`config.mk`:
```
export PLATFORM = sky130hd
export DESIGN_NAME = rc6_ctrl
export DESIGN_NICKNAME = d
export VERILOG_FILES = /design/src/rtl/rc6_pkg.sv /design/src/rtl/rc6_ctrl.sv
export SDC_FILE = /design/constraint.sdc
export NUM_CORES = 1
export LEC_CHECK = 0
export ABC_CLOCK_PERIOD_IN_PS = 2400
export BUFFER_PORTS_ARGS = -buffer_cell sky130_fd_sc_hd__buf_2
export CAP_MARGIN = 20
export CORE_MARGIN = 2
export CORE_UTILIZATION = 30
export CTS_CLUSTER_DIAMETER = 120
export CTS_CLUSTER_SIZE = 40
export DETAILED_ROUTE_END_ITERATION = 16
export MAX_ROUTING_LAYER = met4
export RECOVER_POWER = 100
export SLEW_MARGIN = 20
export SYNTH_ARGS = -nofsm -noshare
export SYNTH_HDL_FRONTEND = slang
export SYNTH_SLANG_ARGS = --single-unit
```
`constraint.sdc`:
```
create_clock -name aclk -period 2.4 [get_ports aclk]
set_input_delay 0.24 -clock aclk [delete_from_list [all_inputs] [get_ports aclk]]
set_output_delay 0.24 -clock aclk [all_outputs]
set_load 0.005 [all_outputs]
```
`src/rtl/rc6_pkg.sv`:
```
// ----------------------------------------------------------------------------
// RC6 package
// Constants, codes, command/status structs and helper functions of the core.
// ----------------------------------------------------------------------------
package rc6_pkg;

    localparam int ROUNDS        = 20;
    localparam int MAX_KEY_WORDS = 8;
    localparam int TABLE_WORDS   = 2 * ROUNDS + 4;
    localparam int BANK_DEPTH    = TABLE_WORDS / 2;
    localparam int MIX_STEPS     = 3 * TABLE_WORDS;

    localparam int TI_W   = $clog2(TABLE_WORDS);
    localparam int BA_W   = $clog2(BANK_DEPTH);
    localparam int KJ_W   = $clog2(MAX_KEY_WORDS);
    localparam int STEP_W = $clog2(MIX_STEPS);
    localparam int RND_W  = $clog2(ROUNDS + 1);

    localparam logic [31:0] MAGIC_P = 32'hB7E15163;
    localparam logic [31:0] MAGIC_Q = 32'h9E3779B9;
    localparam logic [4:0]  QMIX_ROT = 5'd5;
    localparam logic [4:0]  KS_ROT   = 5'd3;

    localparam logic [BA_W-1:0] LAST_ADDR = BA_W'(BANK_DEPTH - 1);

    // Opcodes
    localparam logic [1:0] OP_EXPAND  = 2'd0;
    localparam logic [1:0] OP_ENCRYPT = 2'd1;
    localparam logic [1:0] OP_DECRYPT = 2'd2;

    // Configuration register indexes
    localparam logic [2:0] REG_KEY0    = 3'd0;
    localparam logic [2:0] REG_KEY1    = 3'd1;
    localparam logic [2:0] REG_KEY2    = 3'd2;
    localparam logic [2:0] REG_KEY3    = 3'd3;
    localparam logic [2:0] REG_KEY_LEN = 3'd4;

    typedef enum logic [3:0] {
        ST_IDLE,
        ST_KS_LOAD,
        ST_KS_READ,
        ST_KS_MIXA,
        ST_KS_MIXB,
        ST_CP_READ,
        ST_CP_PRE,
        ST_CP_MUL,
        ST_CP_RND,
        ST_CP_POST,
        ST_OUT
    } state_t;

    typedef enum logic [1:0] {
        RES_ZERO_OK,
        RES_ERROR,
        RES_DATA
    } kind_t;

    typedef struct packed {
        logic            load_key;
        logic            ks_mix_a;
        logic            ks_mix_b;
        logic            ks_first;
        logic [TI_W-1:0] ks_i;
        logic [KJ_W-1:0] ks_j;
        logic [BA_W-1:0] rk_addr;
        logic            load_blk;
        logic            pre;
        logic            mul;
        logic            rnd;
        logic            post;
        logic            decrypt;
        logic            out_load;
        logic            out_zero;
        logic            out_status;
    } cmd_t;

    typedef struct packed {
        logic [KJ_W-1:0] key_last;
    } stat_t;

    function automatic logic [31:0] rotl(input logic [31:0] x, input logic [4:0] n);
        logic [63:0] d;
        d = {x, x} << n;
        return d[63:32];
    endfunction

    function automatic logic [31:0] rotr(input logic [31:0] x, input logic [4:0] n);
        logic [63:0] d;
        d = {x, x} >> n;
        return d[31:0];
    endfunction

endpackage

```
`src/rtl/rc6_ctrl.sv`:
```
// ----------------------------------------------------------------------------
// RC6 controller
// Sequences key expansion and the cipher rounds, owns key_ready and out valid.
// ----------------------------------------------------------------------------
module rc6_ctrl (
    input  logic           aclk,
    input  logic           aresetn,
    input  logic           s_tvalid,
    output logic           s_tready,
    input  logic [1:0]     opcode,
    output logic           m_tvalid,
    input  logic           m_tready,
    input  rc6_pkg::stat_t stat,
    output rc6_pkg::cmd_t  cmd
);
    import rc6_pkg::*;

    state_t            state_reg, state_next;
    logic [STEP_W-1:0] step_reg, step_next;
    logic [TI_W-1:0]   i_reg, i_next;
    logic [KJ_W-1:0]   j_reg, j_next;
    logic [RND_W-1:0]  round_reg, round_next;
    logic              dec_reg, dec_next;
    kind_t             kind_reg, kind_next;
    logic              key_ready_reg, key_ready_next;
    logic              m_valid_reg, m_valid_next;
    logic              accept;
    logic              last_round;

    assign s_tready   = (state_reg == ST_IDLE);
    assign accept     = s_tvalid && s_tready;
    assign m_tvalid   = m_valid_reg;
    assign last_round = dec_reg ? (round_reg == RND_W'(1)) : (round_reg == RND_W'(ROUNDS));

    // Hold control state
    always_ff @(posedge aclk) begin
        if (!aresetn) begin
            state_reg     <= ST_IDLE;
            step_reg      <= '0;
            i_reg         <= '0;
            j_reg         <= '0;
            round_reg     <= '0;
            dec_reg       <= 1'b0;
            kind_reg      <= RES_ZERO_OK;
            key_ready_reg <= 1'b0;
            m_valid_reg   <= 1'b0;
        end else begin
            state_reg     <= state_next;
            step_reg      <= step_next;
            i_reg         <= i_next;
            j_reg         <= j_next;
            round_reg     <= round_next;
            dec_reg       <= dec_next;
            kind_reg      <= kind_next;
            key_ready_reg <= key_ready_next;
            m_valid_reg   <= m_valid_next;
        end
    end

    // Next state and datapath commands
    always_comb begin
        state_next     = state_reg;
        step_next      = step_reg;
        i_next         = i_reg;
        j_next         = j_reg;
        round_next     = round_reg;
        dec_next       = dec_reg;
        kind_next      = kind_reg;
        key_ready_next = key_ready_reg;
        m_valid_next   = m_valid_reg && !m_tready;

        cmd            = '0;
        cmd.ks_i       = i_reg;
        cmd.ks_j       = j_reg;
        cmd.ks_first   = (step_reg < STEP_W'(TABLE_WORDS));
        cmd.decrypt    = dec_reg;
        cmd.rk_addr    = i_reg[TI_W-1:1];

        case (state_reg)
            ST_IDLE: begin
                if (accept) begin
                    dec_next = (opcode == OP_DECRYPT);
                    case (opcode)
                        OP_EXPAND: begin
                            state_next = ST_KS_LOAD;
                        end
                        OP_ENCRYPT, OP_DECRYPT: begin
                            if (key_ready_reg) begin
                                cmd.load_blk = 1'b1;
                                state_next   = ST_CP_READ;
                            end else begin
                                kind_next  = RES_ERROR;
                                state_next = ST_OUT;
                            end
                        end
                        default: begin
                            kind_next  = RES_ZERO_OK;
                            state_next = ST_OUT;
                        end
                    endcase
                end
            end
            ST_KS_LOAD: begin
                cmd.load_key = 1'b1;
                step_next    = '0;
                i_next       = '0;
                j_next       = '0;
                state_next   = ST_KS_READ;
            end
            ST_KS_READ: begin
                state_next = ST_KS_MIXA;
            end
            ST_KS_MIXA: begin
                cmd.ks_mix_a = 1'b1;
                state_next   = ST_KS_MIXB;
            end
            ST_KS_MIXB: begin
                cmd.ks_mix_b = 1'b1;
                i_next = (i_reg == TI_W'(TABLE_WORDS - 1)) ? '0 : i_reg + 1'b1;
                j_next = (j_reg == stat.key_last) ? '0 : j_reg + 1'b1;
                step_next = step_reg + 1'b1;
                if (step_reg == STEP_W'(MIX_STEPS - 1)) begin
                    key_ready_next = 1'b1;
                    kind_next      = RES_ZERO_OK;
                    state_next     = ST_OUT;
                end else begin
                    state_next = ST_KS_READ;
                end
            end
            ST_CP_READ: begin
                cmd.rk_addr = dec_reg ? LAST_ADDR : '0;
                state_next  = ST_CP_PRE;
            end
            ST_CP_PRE: begin
                cmd.pre    = 1'b1;
                round_next = dec_reg ? RND_W'(ROUNDS) : RND_W'(1);
                state_next = ST_CP_MUL;
            end
            ST_CP_MUL: begin
                cmd.mul     = 1'b1;
                cmd.rk_addr = BA_W'(round_reg);
                state_next  = ST_CP_RND;
            end
            ST_CP_RND: begin
                cmd.rnd     = 1'b1;
                cmd.rk_addr = dec_reg ? '0 : LAST_ADDR;
                if (last_round) begin
                    state_next = ST_CP_POST;
                end else begin
                    round_next = dec_reg ? round_reg - 1'b1 : round_reg + 1'b1;
                    state_next = ST_CP_MUL;
                end
            end
            ST_CP_POST: begin
                cmd.post   = 1'b1;
                kind_next  = RES_DATA;
                state_next = ST_OUT;
            end
            ST_OUT: begin
                // Load the output register once it is free
                if (!m_valid_reg || m_tready) begin
                    cmd.out_load   = 1'b1;
                    cmd.out_zero   = (kind_reg != RES_DATA);
                    cmd.out_status = (kind_reg == RES_ERROR);
                    m_valid_next   = 1'b1;
                    state_next     = ST_IDLE;
                end
            end
            default: begin
                state_next = ST_IDLE;
            end
        endcase
    end

endmodule

```
# Yosys cells after proc, flatten, opt, wreduce, memory -nomap -nowiden
# Cells that the tools add are included.
dict set report totals {
  ff_bits 31
  elab_cells 96
}
dict set report classes {
  n_addsub 5
  n_lt_le_gt_ge 1
  n_eq_ne 25
  muxes 40
  n_reduce_logical 16
}
# cell count
set ops {}
lappend ops {{4-bit one-hot mux with 11 select lines} 1}
lappend ops {{5-bit 2-to-1 mux} 5}
lappend ops {{4-bit 2-to-1 mux} 5}
lappend ops {{4-bit by 3-bit equality test with 1-bit output (second input constant)} 4}
lappend ops {{8-bit one-hot mux with 2 select lines} 1}
lappend ops {{5-bit one-hot mux with 3 select lines} 1}
lappend ops {{1-bit 2-to-1 mux} 14}
lappend ops {{4-bit equality test (second input constant)} 3}
lappend ops {{6-bit one-hot mux with 2 select lines} 1}
lappend ops {{2-bit inequality test (second input constant)} 5}
lappend ops {{5-bit one-hot mux with 2 select lines} 1}
lappend ops {{3-bit 2-to-1 mux} 3}
lappend ops {{8-bit by 1-bit adder with 8-bit output (second input constant)} 1}
lappend ops {{4-bit by 2-bit equality test with 1-bit output (second input constant)} 2}
lappend ops {{8-bit equality test (second input constant)} 1}
lappend ops {{8-bit by 6-bit < comparator with 1-bit output (second input constant)} 1}
lappend ops {{4-bit one-hot mux with 2 select lines} 1}
lappend ops {{2-bit AND reduction} 4}
lappend ops {{6-bit by 1-bit adder with 6-bit output (second input constant)} 1}
lappend ops {{6-bit equality test (second input constant)} 1}
lappend ops {{2-bit 2-to-1 mux} 3}
lappend ops {{6-bit 2-to-1 mux} 1}
lappend ops {{2-bit one-hot mux with 3 select lines} 1}
lappend ops {{3-bit one-hot mux with 2 select lines} 1}
lappend ops {{21 further kinds} 25}

# Longest topological paths before layout
dict set report depth {
  ltp_word 5
  depth_mapped 7
  mapped_depth_nobuf 6
}

# Worst setup path before layout
# OpenSTA, ideal clock, no wires.
dict set report synth_path {
  path_type {register to register}
  startpoint {register state_reg[0]}
  endpoint {register round_reg[4]}
  setup_time_ns 0.086
  arrival_time_ns 1.612
  required_time_ns 2.314
  setup_slack_ns 0.701
  stages_incl_launch_ff 8
  path_buffers 1
  period_less_slack_ns 1.699
  path_cell_list {dfxtp_1 > or2_1 > or2_1 > buf_6 > clkinv_8 > nor2_2 > a2111o_1 > a221oi_2}
}
dict set report synth_via {
  elab_chain_len 3
  elab_cells_between_ends 6
  classes_between {3 x eq/ne; 1 x mux; 2 x reduce/logical}
}
# item line_no
set synth_rtl {}
lappend synth_rtl {{start, declared} rc6_ctrl.sv:18} ;# state_t state_reg, state_next;
lappend synth_rtl {{start signal, assigned} rc6_ctrl.sv:48} ;# state_reg <= state_next;
lappend synth_rtl {{4-bit equality test or 4-bit by 3-bit equality test with 1-bit output (tied branches)} rc6_ctrl.sv:79} ;# case (state_reg)
lappend synth_rtl {{2-bit inequality test (no line) or 2-bit nonzero test (tied branches)} -}
lappend synth_rtl {{2-bit AND reduction (no line)} -}
lappend synth_rtl {{end signal, assigned} rc6_ctrl.sv:52} ;# round_reg <= round_next;
lappend synth_rtl {{end, declared} rc6_ctrl.sv:22} ;# logic [RND_W-1:0] round_reg, round_next;
# Parallel ways exist; a longest one is shown, timed or not.
# A chain may end at the register's enable or synchronous reset.

==> qor.csv <==
stage;metric;value;unit
min_path;HP Class;in2reg;
finish;most common cell after layout, fill and taps aside;dfxtp_1;
routing;detailed-route via count;1982;
timing;Worst slew margin;64.6;%
global_routing;initial antenna violation count;0;
die;die footprint;7490;um^2
finish;layout cell share with drive strength beyond 1;17.1;%
timing;Max Clock Freq;454;MHz
die;Initial Util;30.6;%
placed_design;dpl cell area;2290;um^2
worst_setup_path;worst r2r src;state_reg[3];
synth;asr flop ratio synth;0;%
synth;library cells used by synthesis;65;
clocking;Worst-path clk slew;0.07;ns
synth;Cell Area, Synth;2040;um^2
worst_setup_path;Arr. time, crit path;1.96;ns
global_routing;gr usage total;14.6;%
finish;max reg flops;8;
power;Leak;0.000926;uW
global_routing;vias in the first global route;1793;
die;Die H;86.5;um
global_routing;total global routing overflow;0;
synth;Synth top area share;30.4;%
min_path;Hold Crit Endpoint;dec_reg;
synth;Synth Instances;252;
worst_setup_path;critical path type;reg2out;
routing;vias per inst;5.40;
die;number of cell rows;30;
worst_setup_path;crit end category;output port;
global_routing;global-route wire length before repair;8620;um
timing;Setup TNS;0;ns
worst_setup_path;crit path max fanout;16;
clocking;CTS sink count;31;
synth;Synthesized Nets;271;
worst_setup_path;type of origin of the critical path;register;
placed_design;routability cong.;0.842;
worst_setup_path;Reg2Reg Depth;5;
routing;initial drt markers;136;
clocking;CTS H-Tree Depth;2;
synth;Synth Flop Type;dfxtp_1;
global_routing;largest net degree at the start of global routing;20;
routing;TritonRoute pass-1 iters;5;
routing;post-route ant nets;0;
timing;Final Skew;0.00506;ns
finish;Area Growth Syn to Fin;16.6;%
clocking;TritonCTS clock tree;done;
clocking;Clock Root Buffer;clkbuf_8;
routing;detailed-route wire length per cell;14.1;um
timing;Slew @ Worst Pin;0.528;ns
die;CORE AREA;6680;um^2
synth;yosys warns;0;
outcome;status;finished, final reports clean;
die;die span in x;86.5;um
placed_design;IO Port Bufs;37;
timing;Hold Vio Cnt, Final;0;
worst_setup_path;worst path required time;2.16;ns
synth;Yosys reg bits;31;
finish;final instance area;2380;um^2
power;total power;2060;uW
job;max-cap violations;0;
synth;Synth area leaders;dfxtp_1 (30%), ha_1 (6.1%), nor2_1 (4.0%);
clocking;clock latency at the later pin of the worst-skew pair;0.28;ns
timing;period utilisation layout;91.7;%
power;power density over cell area;866;nW/um^2
placed_design;detailed placement HPWL;3810;um
worst_setup_path;R2R setup slack;0.25;ns
timing;RSZ-0062 raised after global routing;no;
routing;routed wire length;5190;um
finish;most frequent cells in the layout;dfxtp_1 (29), buf_2 (24), nor2_1 (23);
synth;Post-synth EDFFs;0;
min_path;Hold Startpoint;s_tvalid;
min_path;Hold Crit Depth;3;
synth;syn_area_per_cell;8.11;um^2
power;Peak VDD IR;292;uV
routing;DRC;0;
clocking;CTS buffer count;5;
die;number of I/O pins;38;
worst_setup_path;Crit Reg-Reg Endpoint;i_reg[2];
timing;final setup vio count;0;
synth;Seq/Total Area, Yosys;30.4;%
synth;biggest area consumer among synthesized cells;dfxtp_1;
finish;final net count;305;
finish;ANT cells;0;
clocking;maximum clock path buffer count;2;
timing;Period minus WS final;2.20;ns
timing;final slew viol count;0;
==> how the worst max path moves through the flow <==
stage                              end    startpoint  slack, ns  cells after the start
final                          cmd[10]  state_reg[0]       0.20                      6
after floorplan           round_reg[4]  state_reg[0]       0.70                      7
after global routing          i_reg[2]  state_reg[3]       0.05                      5
after CTS                      cmd[12]  state_reg[0]       0.08                      6
after detailed placement      i_reg[2]  state_reg[0]       0.27                      5
after global placement        i_reg[2]  state_reg[0]       0.33                      5
==> through the flow <==
step / setup slack (ns) / hold slack [ns] / std cells / utilization [%]
after floorplan: 0.701 / 0.400 / 252 / -
after global placement: 0.327 / 0.448 / 359 / 34.3
after detailed placement: 0.265 / 0.452 / 359 / 34.3
after CTS: 0.0758 / 0.244 / 367 / 36.1
after global routing: 0.0522 / 0.254 / 367 / 35.7
final: 0.199 / 0.247 / 367 / 35.7
==> cell usage after synthesis (3+ instances only) <==
library cell	n
nor2_1	22
xnor2_1	4
a21o_1	3
mux2i_1	4
nor2b_1	7
dfxtp_1	31
a21oi_1	15
or3_1	3
a22oi_1	5
a41oi_1	3
a31oi_1	7
ha_1	10
nand2_1	20
inv_1	12
nand3_1	12
mux2_2	4
o21ai_0	12
clkbuf_1	10
a2bb2oi_1	3
nor3_1	6
==> power breakdown <==
part           total (uW)  switching, uW  leakage, uW  internal (uW)
Combinational         795            464     0.000613            331
Clock                 536            200    0.0000612            336
Sequential            731            143     0.000252            589
==> metal layers <==
metal  GRT usage [%]  share of wire, %  up-vias
met1            19.2                46      932
met2            22.5                48       49
met5               -                 0        -
met4            4.40              0.83        0
met3            3.24               5.1        4
li1                -                 -      997
==> what timing repair did <==
action | 4_1_cts | 5_1_grt
resized for setup | 0 | 2
hold buffers | 0 | 0
setup endpoints to repair | 0 | 6
buffers inserted | 0 | 0
==> logic make-up (layout without fill, tap and decap cells) <==
| family | count (synthesis) | in the layout | synth area share, % |
|---|---|---|---|
| adder cells (fa/ha/maj) | 10 | 10 | 6.12 |
| AO/OA/AOI/OAI | 73 | 73 | 25.2 |
| flip-flops | 31 | 31 | 30.4 |
| AND/OR/NAND/NOR | 96 | 96 | 25.4 |
| multiplexers | 8 | 8 | 4.16 |
| XOR/XNOR | 4 | 4 | 1.71 |
| buffers and inverters | 30 | 65 | 7.04 |
==> critical path: stages (launching register included) <==
cell	delay (ns)
dfxtp_2	0.47
or2_0	0.21
or2_1	0.36
clkinv_8	0.12
a31oi_1	0.25
a22o_1	0.17
buf_2	0.10
==> cell type report <==
cell class                      count  area, um^2
Inverter                           15        70.1
Multi-Input combinational cell    191        1280
Tap cell                           80         100
Sequential cell                    31         623
Clock inverter                      2        35.0
Clock buffer                        6        82.6
Fill cell                         705        4300
Timing Repair Buffer               42         195
(Power assumes the default switching activity.)
